**config.mk**
```make
export PLATFORM = sky130hd
export DESIGN_NAME = two_locus_anova_f_statistic
export DESIGN_NICKNAME = d
export VERILOG_FILES = /design/src/hdl/tla_pkg.sv /design/src/hdl/tla_front.sv /design/src/hdl/tla_queue.sv /design/src/hdl/tla_back.sv /design/src/hdl/two_locus_anova_f_statistic.sv
export SDC_FILE = /design/constraint.sdc
export NUM_CORES = 2
export LEC_CHECK = 0
export BUFFER_PORTS_ARGS = -buffer_cell sky130_fd_sc_hd__clkbuf_2
export CORE_MARGIN = 4
export CORE_UTILIZATION = 40
export CTS_BUF_LIST = sky130_fd_sc_hd__clkbuf_4
export CTS_CLUSTER_SIZE = 8
export DETAILED_ROUTE_END_ITERATION = 8
export PLACE_DENSITY = 0.66
export SLEW_MARGIN = 20
export SYNTH_ARGS = -nofsm -noshare
export SYNTH_HDL_FRONTEND = slang
export SYNTH_SLANG_ARGS = --single-unit
```
**constraint.sdc**
```tcl
create_clock -name clock -period 14.1 [get_ports clock]
set_clock_uncertainty 0.15 [all_clocks]
set_input_delay 2.82 -clock clock [delete_from_list [all_inputs] [get_ports clock]]
set_output_delay 2.82 -clock clock [all_outputs]
set_load 0.02 [all_outputs]
```
**src/hdl/tla_pkg.sv**
```systemverilog
// Package for the two-locus ANOVA F statistic block.
// Holds shared widths, limits, register indexes and the back-end state type.
// No dependencies.
package tla_pkg;

   localparam int DEF_MAX_SAMPLES = 4096;
   localparam int DEF_PHENO_WIDTH = 16;

   localparam int NUM_GROUPS = 4;
   localparam int GRPW       = 2;

   // configuration register file
   localparam int REGW = 44;
   localparam int CSRIW = 1;
   localparam logic [CSRIW-1:0] CSR_TOTAL_SS = 1'b0;
   localparam logic [CSRIW-1:0] CSR_MEAN_CORR = 1'b1;

   // group term sum saturates at 2^46
   localparam int RAWW = 47;
   localparam logic [RAWW-1:0] SSB_LIMIT = 47'h4000_0000_0000;

   localparam int SSBW  = 49;   // raw minus mean correction, signed
   localparam int DENDW = 50;   // total SS minus SSB, signed
   localparam int SMW   = 47;   // magnitudes of the two above
   localparam int DENW  = 49;   // df_between times denominator magnitude

   // result fields
   localparam int FRACW  = 16;
   localparam int FW     = 32;
   localparam int DFBW   = 2;
   localparam int DFWW   = 13;
   localparam int DFW_MAX = 8191;
   localparam int RSPW   = 48;

   typedef enum logic [3:0] {
      ST_IDLE,
      ST_GROUP,
      ST_MUL,
      ST_DIVLD,
      ST_DIV,
      ST_ACC,
      ST_SSB,
      ST_RATIO,
      ST_SIGN,
      ST_DEN,
      ST_SATCK,
      ST_FINAL,
      ST_EMIT
   } back_state_type;

endpackage

```
**src/hdl/tla_front.sv**
```systemverilog
// Front end: accepts samples and accumulates per-group sums and counts.
// On a last sample it pushes a snapshot of the totals and clears. Uses tla_pkg.
module tla_front #(
   parameter int MAX_SAMPLES = tla_pkg::DEF_MAX_SAMPLES,
   parameter int PHENO_WIDTH = tla_pkg::DEF_PHENO_WIDTH,
   parameter int INW   = ((PHENO_WIDTH + 2 + 7) / 8) * 8,
   parameter int SNAPW = 4 * (PHENO_WIDTH + $clog2(MAX_SAMPLES) + 1)
                         + 5 * $clog2(MAX_SAMPLES + 1)
) (
   input  logic             clock,
   input  logic             reset,
   input  logic             req_tvalid,
   output logic             req_tready,
   input  logic [INW-1:0]   req_tdata,   // genotype_a, genotype_b, phenotype, zero pad
   input  logic             req_tlast,   // last_sample
   input  logic             q_full,
   output logic             q_push,
   output logic [SNAPW-1:0] q_data
);
   import tla_pkg::*;

   localparam int CNTW = $clog2(MAX_SAMPLES + 1);
   localparam int SUMW = PHENO_WIDTH + $clog2(MAX_SAMPLES) + 1;

   logic signed [SUMW-1:0] sums_ff [NUM_GROUPS];
   logic signed [SUMW-1:0] sums_in [NUM_GROUPS];
   logic signed [SUMW-1:0] acc_sums [NUM_GROUPS];
   logic [CNTW-1:0] cnts_ff [NUM_GROUPS];
   logic [CNTW-1:0] cnts_in [NUM_GROUPS];
   logic [CNTW-1:0] acc_cnts [NUM_GROUPS];
   logic [CNTW-1:0] scnt_ff, scnt_in, acc_scnt;
   logic [GRPW-1:0] grp;
   logic [PHENO_WIDTH-1:0] pheno;
   logic accept, room;

   assign req_tready = !q_full;
   assign accept = req_tvalid && req_tready;
   assign grp = {~req_tdata[0], ~req_tdata[1]};
   assign pheno = req_tdata[PHENO_WIDTH+1:2];
   assign room = scnt_ff < CNTW'(MAX_SAMPLES);
   assign q_push = accept && req_tlast;

   // accumulate the sample, then clear after a last one
   always_comb begin
      for (int g = 0; g < NUM_GROUPS; g++) begin
         acc_sums[g] = sums_ff[g];
         acc_cnts[g] = cnts_ff[g];
      end
      acc_scnt = scnt_ff;
      if (accept && room) begin
         acc_sums[grp] = sums_ff[grp]
                       + {{(SUMW-PHENO_WIDTH){pheno[PHENO_WIDTH-1]}}, pheno};
         acc_cnts[grp] = cnts_ff[grp] + 1'b1;
         acc_scnt = scnt_ff + 1'b1;
      end
      for (int g = 0; g < NUM_GROUPS; g++) begin
         sums_in[g] = q_push ? '0 : acc_sums[g];
         cnts_in[g] = q_push ? '0 : acc_cnts[g];
      end
      scnt_in = q_push ? '0 : acc_scnt;
   end

   // snapshot: sums, then counts, then total count
   always_comb begin
      q_data = '0;
      for (int g = 0; g < NUM_GROUPS; g++) begin
         q_data[g*SUMW +: SUMW] = acc_sums[g];
         q_data[NUM_GROUPS*SUMW + g*CNTW +: CNTW] = acc_cnts[g];
      end
      q_data[NUM_GROUPS*(SUMW+CNTW) +: CNTW] = acc_scnt;
   end

   always_ff @(posedge clock) begin
      if (reset) begin
         for (int g = 0; g < NUM_GROUPS; g++) begin
            sums_ff[g] <= '0;
            cnts_ff[g] <= '0;
         end
         scnt_ff <= '0;
      end else begin
         for (int g = 0; g < NUM_GROUPS; g++) begin
            sums_ff[g] <= sums_in[g];
            cnts_ff[g] <= cnts_in[g];
         end
         scnt_ff <= scnt_in;
      end
   end

endmodule

```
**src/hdl/tla_queue.sv**
```systemverilog
// Two-entry queue of group snapshots between the front and back ends.
// No package dependency.
module tla_queue #(
   parameter int WIDTH = 8
) (
   input  logic             clock,
   input  logic             reset,
   input  logic             push,
   input  logic [WIDTH-1:0] push_data,
   input  logic             pop,
   output logic [WIDTH-1:0] pop_data,
   output logic             full,
   output logic             nonempty
);
   logic [WIDTH-1:0] entries_ff [2];
   logic wr_ff, wr_in, rd_ff, rd_in;
   logic [1:0] cnt_ff, cnt_in;

   assign full = cnt_ff == 2'd2;
   assign nonempty = cnt_ff != 2'd0;
   assign pop_data = entries_ff[rd_ff];

   always_comb begin
      wr_in = push ? ~wr_ff : wr_ff;
      rd_in = pop ? ~rd_ff : rd_ff;
      cnt_in = cnt_ff + {1'b0, push} - {1'b0, pop};
   end

   always_ff @(posedge clock) begin
      if (push) begin
         entries_ff[wr_ff] <= push_data;
      end
   end

   always_ff @(posedge clock) begin
      if (reset) begin
         wr_ff <= 1'b0;
         rd_ff <= 1'b0;
         cnt_ff <= '0;
      end else begin
         wr_ff <= wr_in;
         rd_ff <= rd_in;
         cnt_ff <= cnt_in;
      end
   end

endmodule

```
**src/hdl/tla_back.sv**
```systemverilog
// Back end: turns one group snapshot into the F statistic with a shared
// shift-add multiplier and a restoring divider, then holds the result. Uses tla_pkg.
module tla_back #(
   parameter int MAX_SAMPLES = tla_pkg::DEF_MAX_SAMPLES,
   parameter int PHENO_WIDTH = tla_pkg::DEF_PHENO_WIDTH,
   parameter int SNAPW = 4 * (PHENO_WIDTH + $clog2(MAX_SAMPLES) + 1)
                         + 5 * $clog2(MAX_SAMPLES + 1)
) (
   input  logic                      clock,
   input  logic                      reset,
   input  logic                      q_nonempty,
   input  logic [SNAPW-1:0]          q_data,
   output logic                      q_pop,
   input  logic [tla_pkg::REGW-1:0]  total_ss,
   input  logic [tla_pkg::REGW-1:0]  mean_corr,
   output logic                      rsp_tvalid,
   input  logic                      rsp_tready,
   output logic [tla_pkg::RSPW-1:0]  rsp_tdata
);
   import tla_pkg::*;

   localparam int CNTW = $clog2(MAX_SAMPLES + 1);
   localparam int SUMW = PHENO_WIDTH + $clog2(MAX_SAMPLES) + 1;
   localparam int MAW  = SUMW;
   localparam int SQW  = 2 * MAW;
   localparam int MBW  = (MAW > SMW) ? MAW : SMW;
   localparam int PRW  = MAW + MBW;
   localparam int NUMW = CNTW + SMW + FRACW;
   localparam int NW   = (SQW > NUMW) ? SQW : NUMW;
   localparam int DW   = (CNTW > DENW) ? CNTW : DENW;
   localparam int STW  = $clog2(NW + 1);

   back_state_type state_ff, state_in;

   logic signed [SUMW-1:0] sums_ff [NUM_GROUPS];
   logic signed [SUMW-1:0] sums_in [NUM_GROUPS];
   logic [CNTW-1:0] cnts_ff [NUM_GROUPS];
   logic [CNTW-1:0] cnts_in [NUM_GROUPS];
   logic [CNTW-1:0] scnt_ff, scnt_in;
   logic [GRPW-1:0] grp_ff, grp_in;
   logic ph_ff, ph_in, empty_ff, empty_in;
   logic [RAWW-1:0] raw_ff, raw_in;
   logic [SSBW-1:0] ssb_ff, ssb_in;
   logic [DENDW-1:0] dend_ff, dend_in;
   logic signed [CNTW:0] df2_ff, df2_in;
   logic [PRW-1:0] mcand_ff, mcand_in, macc_ff, macc_in;
   logic [MAW-1:0] mplier_ff, mplier_in;
   logic [STW-1:0] step_ff, step_in;
   logic [DW-1:0] rem_ff, rem_in, dvsr_ff, dvsr_in;
   logic [NW-1:0] dnum_ff, dnum_in, quo_ff, quo_in;
   logic [SMW-1:0] dm_ff, dm_in;
   logic [DENW-1:0] den_ff, den_in;
   logic [DFBW-1:0] dfb_ff, dfb_in;
   logic [DFWW-1:0] dfw_ff, dfw_in;
   logic [FW-1:0] f_ff, f_in;
   logic sat_ff, sat_in;
   logic out_valid_ff, out_valid_in;
   logic [RSPW-1:0] out_data_ff, out_data_in;

   // shared datapath terms
   logic signed [SUMW-1:0] cur_sum;
   logic [MAW-1:0] cur_mag;
   logic [DW:0] rem_sh;
   logic div_ge;
   logic [RAWW-1:0] term;
   logic [RAWW:0] raw_sum;
   logic [2:0] df1;
   logic neg, ok, out_free;
   logic [NW-1:0] num_w;

   assign rsp_tvalid = out_valid_ff;
   assign rsp_tdata = out_data_ff;
   assign out_free = !out_valid_ff || rsp_tready;

   assign cur_sum = sums_ff[grp_ff];
   assign cur_mag = MAW'(cur_sum[SUMW-1] ? -cur_sum : cur_sum);
   assign rem_sh = {rem_ff, dnum_ff[NW-1]};
   assign div_ge = rem_sh >= {1'b0, dvsr_ff};
   assign term = (quo_ff > NW'(SSB_LIMIT)) ? SSB_LIMIT : quo_ff[RAWW-1:0];
   assign raw_sum = {1'b0, raw_ff} + {1'b0, term};
   assign df1 = empty_ff ? 3'd3 : 3'd4;
   assign neg = ssb_ff[SSBW-1] ^ dend_ff[DENDW-1] ^ df2_ff[CNTW];
   assign ok = (ssb_ff != '0) && (dend_ff != '0) && (df2_ff != '0) && !neg;
   assign num_w = NW'(macc_ff);

   // next state
   always_comb begin
      state_in = state_ff;
      case (state_ff)
         ST_IDLE:  if (q_nonempty) state_in = ST_GROUP;
         ST_GROUP: begin
            if (cnts_ff[grp_ff] == '0) begin
               state_in = (grp_ff == GRPW'(NUM_GROUPS - 1)) ? ST_SSB : ST_GROUP;
            end else begin
               state_in = ST_MUL;
            end
         end
         ST_MUL: begin
            if (step_ff == STW'(MAW - 1)) state_in = ph_ff ? ST_DEN : ST_DIVLD;
         end
         ST_DIVLD: state_in = ST_DIV;
         ST_DIV: begin
            if (step_ff == STW'(NW - 1)) state_in = ph_ff ? ST_FINAL : ST_ACC;
         end
         ST_ACC: begin
            state_in = (grp_ff == GRPW'(NUM_GROUPS - 1)) ? ST_SSB : ST_GROUP;
         end
         ST_SSB:   state_in = ST_RATIO;
         ST_RATIO: state_in = ST_SIGN;
         ST_SIGN:  state_in = ok ? ST_MUL : ST_EMIT;
         ST_DEN:   state_in = ST_SATCK;
         ST_SATCK: begin
            state_in = (num_w >= (NW'(den_ff) << FRACW)) ? ST_EMIT : ST_DIV;
         end
         ST_FINAL: state_in = ST_EMIT;
         ST_EMIT:  if (out_free) state_in = ST_IDLE;
         default:  state_in = ST_IDLE;
      endcase
   end

   // datapath and handshake outputs
   always_comb begin
      for (int g = 0; g < NUM_GROUPS; g++) begin
         sums_in[g] = sums_ff[g];
         cnts_in[g] = cnts_ff[g];
      end
      scnt_in = scnt_ff;
      grp_in = grp_ff;
      ph_in = ph_ff;
      empty_in = empty_ff;
      raw_in = raw_ff;
      ssb_in = ssb_ff;
      dend_in = dend_ff;
      df2_in = df2_ff;
      mcand_in = mcand_ff;
      mplier_in = mplier_ff;
      macc_in = macc_ff;
      step_in = step_ff;
      rem_in = rem_ff;
      dvsr_in = dvsr_ff;
      dnum_in = dnum_ff;
      quo_in = quo_ff;
      dm_in = dm_ff;
      den_in = den_ff;
      dfb_in = dfb_ff;
      dfw_in = dfw_ff;
      f_in = f_ff;
      sat_in = sat_ff;
      out_data_in = out_data_ff;
      out_valid_in = out_valid_ff && !rsp_tready;
      q_pop = 1'b0;
      case (state_ff)
         ST_IDLE: begin
            if (q_nonempty) begin
               q_pop = 1'b1;
               for (int g = 0; g < NUM_GROUPS; g++) begin
                  sums_in[g] = q_data[g*SUMW +: SUMW];
                  cnts_in[g] = q_data[NUM_GROUPS*SUMW + g*CNTW +: CNTW];
               end
               scnt_in = q_data[NUM_GROUPS*(SUMW+CNTW) +: CNTW];
               grp_in = '0;
               ph_in = 1'b0;
               empty_in = 1'b0;
               raw_in = '0;
            end
         end
         ST_GROUP: begin
            if (cnts_ff[grp_ff] == '0) begin
               empty_in = 1'b1;
               grp_in = grp_ff + 1'b1;
            end else begin
               mcand_in = PRW'(cur_mag);
               mplier_in = cur_mag;
               macc_in = '0;
               step_in = '0;
            end
         end
         ST_MUL: begin
            macc_in = macc_ff + (mplier_ff[0] ? mcand_ff : '0);
            mcand_in = mcand_ff << 1;
            mplier_in = mplier_ff >> 1;
            step_in = step_ff + 1'b1;
         end
         ST_DIVLD: begin
            dnum_in = NW'(macc_ff[SQW-1:0]);
            dvsr_in = DW'(cnts_ff[grp_ff]);
            rem_in = '0;
            quo_in = '0;
            step_in = '0;
         end
         ST_DIV: begin
            rem_in = div_ge ? DW'(rem_sh - {1'b0, dvsr_ff}) : rem_sh[DW-1:0];
            dnum_in = dnum_ff << 1;
            quo_in = {quo_ff[NW-2:0], div_ge};
            step_in = step_ff + 1'b1;
         end
         ST_ACC: begin
            raw_in = (raw_sum > {1'b0, SSB_LIMIT}) ? SSB_LIMIT : raw_sum[RAWW-1:0];
            grp_in = grp_ff + 1'b1;
         end
         ST_SSB: begin
            ssb_in = SSBW'(raw_ff) - SSBW'(mean_corr);
         end
         ST_RATIO: begin
            dend_in = DENDW'(total_ss) - {ssb_ff[SSBW-1], ssb_ff};
            df2_in = $signed({1'b0, scnt_ff}) - $signed({{(CNTW-2){1'b0}}, df1});
            dfb_in = DFBW'(df1 - 3'd1);
         end
         ST_SIGN: begin
            if (df2_ff[CNTW]) begin
               dfw_in = '0;
            end else if (df2_ff > DFW_MAX) begin
               dfw_in = DFWW'(DFW_MAX);
            end else begin
               dfw_in = DFWW'(df2_ff);
            end
            f_in = '0;
            sat_in = 1'b0;
            dm_in = SMW'(dend_ff[DENDW-1] ? -dend_ff : dend_ff);
            mcand_in = PRW'(SMW'(ssb_ff[SSBW-1] ? -ssb_ff : ssb_ff));
            mplier_in = MAW'(CNTW'(df2_ff[CNTW] ? -df2_ff : df2_ff));
            macc_in = '0;
            step_in = '0;
            ph_in = 1'b1;
         end
         ST_DEN: begin
            den_in = {1'b0, dm_ff, 1'b0}
                   + ((dfb_ff == 2'd3) ? {2'b0, dm_ff} : '0);
         end
         ST_SATCK: begin
            if (num_w >= (NW'(den_ff) << FRACW)) begin
               f_in = '1;
               sat_in = 1'b1;
            end else begin
               dnum_in = num_w << FRACW;
               dvsr_in = DW'(den_ff);
               rem_in = '0;
               quo_in = '0;
               step_in = '0;
            end
         end
         ST_FINAL: begin
            f_in = quo_ff[FW-1:0];
            sat_in = 1'b0;
         end
         ST_EMIT: begin
            if (out_free) begin
               out_valid_in = 1'b1;
               out_data_in = {sat_ff, dfw_ff, dfb_ff, f_ff};
            end
         end
         default: ;
      endcase
   end

   always_ff @(posedge clock) begin
      if (reset) begin
         state_ff <= ST_IDLE;
         out_valid_ff <= 1'b0;
      end else begin
         state_ff <= state_in;
         out_valid_ff <= out_valid_in;
      end
   end

   always_ff @(posedge clock) begin
      for (int g = 0; g < NUM_GROUPS; g++) begin
         sums_ff[g] <= sums_in[g];
         cnts_ff[g] <= cnts_in[g];
      end
      scnt_ff <= scnt_in;
      grp_ff <= grp_in;
      ph_ff <= ph_in;
      empty_ff <= empty_in;
      raw_ff <= raw_in;
      ssb_ff <= ssb_in;
      dend_ff <= dend_in;
      df2_ff <= df2_in;
      mcand_ff <= mcand_in;
      mplier_ff <= mplier_in;
      macc_ff <= macc_in;
      step_ff <= step_in;
      rem_ff <= rem_in;
      dvsr_ff <= dvsr_in;
      dnum_ff <= dnum_in;
      quo_ff <= quo_in;
      dm_ff <= dm_in;
      den_ff <= den_in;
      dfb_ff <= dfb_in;
      dfw_ff <= dfw_in;
      f_ff <= f_in;
      sat_ff <= sat_in;
      out_data_ff <= out_data_in;
   end

`ifndef SYNTHESIS
   a_sat_all_ones: assert property (@(posedge clock) disable iff (reset)
      out_valid_ff && out_data_ff[RSPW-1] |-> out_data_ff[FW-1:0] == '1)
      else $error("saturated result without full-scale f_value");

   a_dfb_range: assert property (@(posedge clock) disable iff (reset)
      out_valid_ff |-> out_data_ff[FW+DFBW-1:FW] == 2'd2
                    || out_data_ff[FW+DFBW-1:FW] == 2'd3)
      else $error("df_between out of range");

   a_raw_cap: assert property (@(posedge clock) disable iff (reset)
      state_ff == ST_ACC |=> raw_ff <= SSB_LIMIT)
      else $error("group term sum exceeds limit");
`endif

endmodule

```
**src/hdl/two_locus_anova_f_statistic.sv**
```systemverilog
// Top level of the two-locus ANOVA F statistic block.
// Holds the configuration registers; depends on tla_pkg, tla_front,
// tla_queue and tla_back.
//
// Usage:
//  - req channel: one sample per transfer; tdata carries the genotype bits and
//    the signed phenotype, tlast marks the final sample of a set. Samples are
//    taken one per cycle while the snapshot queue has room.
//  - rsp channel: one result per set, after the last sample's transfer.
//  - csr port: csr_we writes csr_wdata to register csr_index (0 total sum of squares,
//    1 mean correction). The user writes only while the block is idle; it is not enforced.
//  - Per set, the back end uses a bit-serial multiplier over the group sum
//    width (29) and a restoring divider over the divider width (76).
//    Two finished sets can wait in the queue while the back end works.
//  - Reset clears the accumulators, the queue, the sequencer and the result
//    valid flag; configuration registers reset to zero.
//  - A stalled rsp holds its result; the back end waits at the output
//    register, the queue fills and then req_tready drops.
module two_locus_anova_f_statistic #(
   parameter int MAX_SAMPLES = tla_pkg::DEF_MAX_SAMPLES,
   parameter int PHENO_WIDTH = tla_pkg::DEF_PHENO_WIDTH,
   parameter int INW = ((PHENO_WIDTH + 2 + 7) / 8) * 8
) (
   input  logic                      clock,
   input  logic                      reset,
   input  logic                      req_tvalid,
   output logic                      req_tready,
   input  logic [INW-1:0]            req_tdata,  // genotype_a, genotype_b, phenotype, pad
   input  logic                      req_tlast,  // last_sample
   output logic                      rsp_tvalid,
   input  logic                      rsp_tready,
   output logic [tla_pkg::RSPW-1:0]  rsp_tdata,  // f_value, df_between, df_within, saturated
   input  logic                      csr_we,
   input  logic [tla_pkg::CSRIW-1:0] csr_index,
   input  logic [tla_pkg::REGW-1:0]  csr_wdata
);
   import tla_pkg::*;

   localparam int SNAPW = 4 * (PHENO_WIDTH + $clog2(MAX_SAMPLES) + 1)
                          + 5 * $clog2(MAX_SAMPLES + 1);

   logic [REGW-1:0] tss_ff, tss_in, mc_ff, mc_in;
   logic q_full, q_push, q_pop, q_nonempty;
   logic [SNAPW-1:0] q_wdata, q_rdata;

   // configuration writes
   always_comb begin
      tss_in = tss_ff;
      mc_in = mc_ff;
      if (csr_we) begin
         case (csr_index)
            CSR_TOTAL_SS:  tss_in = csr_wdata;
            CSR_MEAN_CORR: mc_in = csr_wdata;
            default: ;
         endcase
      end
   end

   always_ff @(posedge clock) begin
      if (reset) begin
         tss_ff <= '0;
         mc_ff <= '0;
      end else begin
         tss_ff <= tss_in;
         mc_ff <= mc_in;
      end
   end

   tla_front #(
      .MAX_SAMPLES(MAX_SAMPLES),
      .PHENO_WIDTH(PHENO_WIDTH),
      .INW(INW),
      .SNAPW(SNAPW)
   ) u_front (
      .clock(clock),
      .reset(reset),
      .req_tvalid(req_tvalid),
      .req_tready(req_tready),
      .req_tdata(req_tdata),
      .req_tlast(req_tlast),
      .q_full(q_full),
      .q_push(q_push),
      .q_data(q_wdata)
   );

   tla_queue #(
      .WIDTH(SNAPW)
   ) u_queue (
      .clock(clock),
      .reset(reset),
      .push(q_push),
      .push_data(q_wdata),
      .pop(q_pop),
      .pop_data(q_rdata),
      .full(q_full),
      .nonempty(q_nonempty)
   );

   tla_back #(
      .MAX_SAMPLES(MAX_SAMPLES),
      .PHENO_WIDTH(PHENO_WIDTH),
      .SNAPW(SNAPW)
   ) u_back (
      .clock(clock),
      .reset(reset),
      .q_nonempty(q_nonempty),
      .q_data(q_rdata),
      .q_pop(q_pop),
      .total_ss(tss_ff),
      .mean_corr(mc_ff),
      .rsp_tvalid(rsp_tvalid),
      .rsp_tready(rsp_tready),
      .rsp_tdata(rsp_tdata)
   );

endmodule

```
* Yosys cells after proc, flatten, opt, wreduce, memory -nomap -nowiden *
Memory sizes are Yosys's and may differ from the RTL's. A register that Yosys moved wholly into a read port is not among the register bits.
Index checks and enable logic that the tools add are counted.

word-level totals
  input bits = 75
  bits in latches = 0
  memories = 5
  output and inout port bits = 50
  register bits after elaboration = 916
  memory bits (read-only) = 0
  word-level logic and storage cells = 249
  memory bits (writable) = 698

cells by class
  add/sub/neg operators = 19
  multipliers = 0
  reduce and logical (&&, ||, !) cells = 49
  bitwise logic cells = 16
  equal/unequal tests = 27
  shift operators = 0
  order comparisons = 8
  div/mod/pow operators = 0
  multiplexer cells = 94

memories
  memory              words  width  rd ports  clocked after memory_dff  wr ports  RTL line         text
  u_queue.entries_ff  2      181    1         1                         1         tla_queue.sv:15  logic [WIDTH-1:0] entries_ff [2];
  u_back.sums_ff      4      29     1         1                         4         tla_back.sv:35   logic signed [SUMW-1:0] sums_ff [NUM_GROUPS];
  u_front.sums_ff     4      29     5         0                         4         tla_front.sv:25  logic signed [SUMW-1:0] sums_ff [NUM_GROUPS];
  u_back.cnts_ff      4      13     1         1                         4         tla_back.sv:37   logic [CNTW-1:0] cnts_ff [NUM_GROUPS];
  u_front.cnts_ff     4      13     5         0                         4         tla_front.sv:28  logic [CNTW-1:0] cnts_ff [NUM_GROUPS];

operator list
  cell                    count
  $pmux W76 S3            4
  $mux W76                5
  $mux W116               3
  $mux W29                11
  $mux W47                6
  $mux W13                12
  $mux W52                3
  $mux W49                3
  $pmux W49 S3            1
  $bwmux W116             1
  $pmux W49 S2            1
  $pmux W32 S3            1
  $neg A47 Y47            2
  $pmux W47 S2            1
  $pmux W29 S3            1
  $add A76 B76 Y76        1
  $ge A76 B65 Y1          1
  $gt A76 B47 Y1 const B  1
  $demux W29 S2           1
  $bwmux W52              1
  $pmux W4 S13            1
  $ge A50 B49 Y1          1
  $reduce_bool A50 Y1     1
  $add A48 B49 Y49        1
  other kinds (57)        149

* Logic depth before layout (Yosys ltp) *
  word-level depth = 10
  gate-level depth with buffers = 20
  gate-level depth less buffers = 18

* Modules after synthesis *
A second synthesis with hierarchy kept.

unflattened totals
  cell total of the unflattened synthesis = 7612
  area, all modules = 86409.1 um^2

modules (own cells, without submodules)
  module                       times used  seq. area each (um^2)  area an instance (um^2)  cells each
  tla_back                     1           29298.1                58386.0                  5419
  tla_queue                    1           10970.5                13634.3                  584
  tla_front                    1           3623.5                 10680.2                  1273
  two_locus_anova_f_statistic  1           1761.7                 3708.6                   336

* Worst setup path before layout *
No wires, ideal clock.

  path type = register to register
  start point = register u_back.macc_ff[57]
  end point = register u_back.dnum_ff[0], enable pin
  arrival = 11493 ps
  period minus slack after synthesis = 12475 ps
  setup time = 832 ps
  path slack = 1625 ps
  cell stages (with the launch flop) = 12
  path buffers = 0
  required time = 13118 ps
  cells stage by stage = edfxtp_1 -> ha_1 -> a21o_1 -> a21o_1 -> a21oi_1 -> o21ai_0 -> a2111oi_0 -> o21ai_0 -> o21a_1 -> o21ai_0 -> o21bai_1 -> o22ai_1

between the ends
  word-level cells in the longest chain between the ends = 3

RTL lines
  item                         RTL line         text
  start, declared              tla_back.sv:46   logic [PRW-1:0] mcand_ff, mcand_in, macc_ff, macc_in;
  start signal, assigned       tla_back.sv:281  macc_ff <= macc_in;
  $ge A76 B65 Y1               tla_back.sv:231  if (num_w >= (NW'(den_ff) << FRACW)) begin
  $ne A2 B2 Y1 (no line)       --
  $reduce_and A2 Y1 (no line)  --
  end signal, assigned         tla_back.sv:285  dnum_ff <= dnum_in;
  end, declared                tla_back.sv:50   logic [NW-1:0] dnum_ff, dnum_in, quo_ff, quo_in;

Every way passes these cells.
A chain may end at the register's enable or synchronous reset.

* Worst setup path in the final report *
  start point = register u_back.quo_ff[4]
  end point = register u_back.raw_ff[6], data pin

between the ends
  word-level cells in the longest chain between the ends = 6

RTL lines
  item                    RTL line         text
  start, declared         tla_back.sv:50
  start signal, assigned  tla_back.sv:286  quo_ff <= quo_in;
  $gt A76 B47 Y1          tla_back.sv:79   assign term = (quo_ff > NW'(SSB_LIMIT)) ? SSB_LIMIT : quo_ff[RAWW-1:0];
  $mux W47 *              tla_back.sv:79
  $add A47 B47 Y48 *      tla_back.sv:80   assign raw_sum = {1'b0, raw_ff} + {1'b0, term};
  $gt A48 B47 Y1          tla_back.sv:198  raw_in = (raw_sum > {1'b0, SSB_LIMIT}) ? SSB_LIMIT : raw_sum[RAWW-1:0];
  $mux W47 *              tla_back.sv:198
  $pmux W47 S2 *          tla_back.sv:152  case (state_ff)
  end signal, assigned    tla_back.sv:275  raw_ff <= raw_in;
  end, declared           tla_back.sv:42   logic [RAWW-1:0] raw_ff, raw_in;

Mark *: on every way between the ends. The rest lies on a longest branch, timed or not.

==> metrics.md <==
| Metric | Value |
|---|---|
| Hold Vio Cnt, Final | `0` |
| Number of vias per cell after detailed routing | `5.480` |
| Critical path data required time | `15.10 ns` |
| Number of violations reported at the end of detailed-routing iteration 0 | `4,917` |
| Number of buffers added by the clock tree synthesis step | `425` |
| Final cycle utilization of the critical path | `0.5287` |
| Placeable Area | `209,600 µm²` |
| Post-synth EDFFs | `1,333` |
| Signed area change from the synthesized netlist to the final layout | `10.72%` |
| Tmin final | `7.455 ns` |
| Global-route usage over all layers | `0.1978` |
| Switching Share | `0.3595` |
| Via count of the first global-routing pass | `58.71k` |
| Average detailed-routed wire length per instance | `20.27 µm` |
| Static leakage | `36.29 nW` |
| Worst vdd rail ir drop | `0.1321 mV` |
| Portion of total power attributed to combinational logic | `0.338` |
| Result of the run | `complete, no violations` |
| Clock tree from TritonCTS | `done` |
| Antenna violations before repair | `10` |
| Warning count from the yosys run | `0` |
| Share of the yosys chip area belonging to registers | `0.5415` |
| Setup-failing EPs final | `0` |
| Final non-filler cell area | `93,340 µm²` |
| Origin of the worst min-delay path | `u_back.f_ff[13]$_DFFE_PP_` |
| Number of nets still failing antenna checks after routing | `0` |
| Number of pins with negative max-slew slack in the final report | `0` |
| DRT Pass-1 Iters | `6` |
| Horizontal die dimension | `467.1 µm` |
| Critical path launch point type | `register` |
| Clock latency of the later-clocked register in the worst-skew pair | `1.43 ns` |
| Seq cells post-synth | `1,614` |
| Critical path type | `reg2reg` |
| Biggest fanout along the worst timing path | `46` |
| Avg Cell Area, Syn | `11.24 µm²` |
| Final hold slack | `0.2301 ns` |
| Startpoint of the most critical setup path | `u_back.quo_ff[4]$_SDFFCE_PN0P_` |
| Worst-case clock buffer depth | `4` |
| Count of vias placed by the detailed router | `59.88k` |
| Synth top area cells | `sky130_fd_sc_hd__edfxtp_1 47%, sky130_fd_sc_hd__dfxtp_1 6.7%, sky130_fd_sc_hd__ha_1 5.9%, sky130_fd_sc_hd__nand2_1 3.6%, sky130_fd_sc_hd__mux2_2 3.3%` |
| Number of buffers inserted by post-CTS setup repair | `0` |
| CTS Hold Bufs | `0` |
| Dpl hpwl | `155.7 mm` |
| Final Net Count | `8,254` |
| Clk network pwr share | `0.245` |
| Net switching power | `0.006053 W` |
| Power density over the cells | `180.4 nW/µm²` |
| Maximum number of pins on one net before global-route repair | `100` |
| Floorplan die height | `467.1 µm` |
| # resized after CTS | `0` |
| Weighted congestion at the end of routability-driven global placement | `0.9272` |
| Post-detailed-placement cell area | `87,800 µm²` |
| Detailed-route DRC error count | `0` |
| Most common flop cell mapped by yosys | `sky130_fd_sc_hd__edfxtp_1` |
| Least-Margin Pin Slew | `1.111 ns` |
| Highest-count cells in the layout ignoring fill and taps | `1,333 x sky130_fd_sc_hd__edfxtp_1, 806 x sky130_fd_sc_hd__nand2_1, 653 x sky130_fd_sc_hd__clkbuf_4, 546 x sky130_fd_sc_hd__a21oi_1, 416 x sky130_fd_sc_hd__nor2_1` |
| Most common cell after layout, fill and taps aside | `sky130_fd_sc_hd__edfxtp_1` |
| Unrepaired setup endpoints after global routing | `no` |
| Proportion of layout cells with a drive suffix above 1 | `0.1586` |
| Final cell utilization of the core | `0.4454` |
| Highest achievable clock rate | `0.1341 GHz` |
| Global-route wire length before repair | `340.3 mm` |
| Register share of total power | `0.417` |
| CTS H-tree depth | `5` |
| Worst-path clk slew | `0.06 ns` |
| Remaining global-route overflow | `0` |
| HP Class | `reg2reg` |
| Category of the worst setup path capture point | `register` |
| Buffers on Ports | `117` |
| Row Count | `168` |
| Gate count after technology mapping | `7,499` |
| Max_slew headroom | `0.2590` |
| I/O pin count | `125` |
| Area share of the largest cell type after synthesis | `0.4748` |
| Async set or reset register ratio after synthesis | `0` |
| Reg2Reg Launch Point | `u_back.quo_ff[4]$_SDFFCE_PN0P_` |
| Int Power | `0.01078 W` |
| Count of cell types in the netlist | `89` |
| Die footprint | `218,200 µm²` |
| Worst endpoint data arrival time | `8.46 ns` |
| Post-synthesis net count | `7,978` |
| Cell area after synthesis | `84,310 µm²` |
| Clock root buffer | `sky130_fd_sc_hd__clkbuf_4` |
| Setup TNS after final layout | `0 ns` |
| Sum of routed wire length over all layers | `221.5 mm` |
| Biggest area consumer among synthesized cells | `sky130_fd_sc_hd__edfxtp_1` |
| Initial core utilization | `0.4023` |
| Max Cap Viol | `0` |
| Sink count of the clock tree | `1,614` |
==> stage by stage <==
| stage | total power (W) | instances | setup WS (ns) |
|---|---|---|---|
| after floorplan | 0.01116 | 7499 | 1.625 |
| after global placement | 0.01261 | 10150 | 5.514 |
| after detailed placement | 0.01274 | 10150 | 5.700 |
| after CTS | 0.01693 | 10920 | 6.481 |
| after global routing | 0.01786 | 10930 | 6.283 |
| final | 0.01684 | 10930 | 6.645 |
==> cell type report <==
type	count	area [µm²]
Sequential cell	1614	45660
Inverter	329	1241
Clock buffer	653	4902
Antenna cell	10	25.02
Fill cell	19550	116200
Clock inverter	112	568.0
Timing Repair Buffer	181	1111
Multi-Input combinational cell	5224	36320
Tap cell	2805	3510
==> flip-flops by register name (all words and copies together) (netlist names), 52 cells and up, named ones only <==
signal / flops
u_back.sums_ff: 116
u_front.sums_ff: 116
u_queue.entries_ff: 362
u_back.cnts_ff: 52
u_back.quo_ff: 76
u_back.mcand_ff: 76
u_back.macc_ff: 76
u_back.dnum_ff: 76
u_front.cnts_ff: 52
==> per-layer routing <==
layer  share of wire  GRT usage
met1            0.44     0.2712
met2            0.46     0.3155
met3           0.064    0.03602
met4           0.031    0.06914
met5        0.000050          0
==> Yosys cell counts, types with 98 or more instances <==
master	instances
sky130_fd_sc_hd__and2_1	227
sky130_fd_sc_hd__a21oi_1	546
sky130_fd_sc_hd__o21ai_0	343
sky130_fd_sc_hd__mux2_2	244
sky130_fd_sc_hd__xor2_1	134
sky130_fd_sc_hd__nor2_1	426
sky130_fd_sc_hd__edfxtp_1	1333
sky130_fd_sc_hd__nor3_1	100
sky130_fd_sc_hd__xnor2_1	313
sky130_fd_sc_hd__clkbuf_1	300
sky130_fd_sc_hd__nor2b_1	217
sky130_fd_sc_hd__a21o_1	233
sky130_fd_sc_hd__nand3_1	98
sky130_fd_sc_hd__dfxtp_1	281
sky130_fd_sc_hd__inv_1	329
sky130_fd_sc_hd__ha_1	396
sky130_fd_sc_hd__nand2_1	812
==> critical path: stages, from the launching register on <==
cell	delay, ns
sky130_fd_sc_hd__edfxtp_1	0.40
sky130_fd_sc_hd__nor4_1	0.95
sky130_fd_sc_hd__nand4_1	0.19
sky130_fd_sc_hd__nor3_1	0.23
sky130_fd_sc_hd__o21a_2	0.58
sky130_fd_sc_hd__and2_1	0.28
sky130_fd_sc_hd__ha_1	0.23
sky130_fd_sc_hd__nor2_1	0.09
sky130_fd_sc_hd__nand4b_1	0.23
sky130_fd_sc_hd__a21oi_1	0.57
sky130_fd_sc_hd__o2111ai_1	0.29
sky130_fd_sc_hd__o21ai_0	0.32
sky130_fd_sc_hd__a2bb2oi_1	0.62
sky130_fd_sc_hd__xnor2_1	0.25
sky130_fd_sc_hd__o311ai_0	0.34
sky130_fd_sc_hd__nor4b_1	0.56
sky130_fd_sc_hd__nand4_4	0.53
sky130_fd_sc_hd__a211oi_1	0.40
==> power groups by stage <==
stage | clock, W | sequential [W] | combinational (W)
floorplan | 0 | 0.00694 | 0.00423
global placement | 0 | 0.00709 | 0.00552
detailed placement | 0 | 0.00712 | 0.00563
CTS | 0.00425 | 0.00702 | 0.00566
global route | 0.00452 | 0.00709 | 0.00625
finish | 0.00412 | 0.00702 | 0.00570
==> cell families after synthesis <==
| kind of cell | after synthesis | synth area share |
|---|---|---|
| adder cells (fa/ha/maj) | 404 | 0.06067 |
| other | 1 | 0.00004448 |
| buffers and inverters | 661 | 0.02983 |
| XOR/XNOR | 447 | 0.04644 |
| AND/OR/NAND/NOR | 2309 | 0.1337 |
| multiplexers | 343 | 0.05666 |
| flip-flops | 1614 | 0.5415 |
| AO/OA/AOI/OAI | 1720 | 0.1311 |
==> final timing paths <==
path / to / slack, ns / cells past startpoint
max: u_back.raw_ff[6]$_SDFFCE_PN0P_ / 6.65 / 17
min: u_back.rsp_tdata[13]$_DFFE_PP_ / 0.23 / 0
min reg2reg: u_back.rsp_tdata[13]$_DFFE_PP_ / 0.23 / 0
max reg2reg: u_back.raw_ff[6]$_SDFFCE_PN0P_ / 6.65 / 17
(Power assumes the default switching activity.)
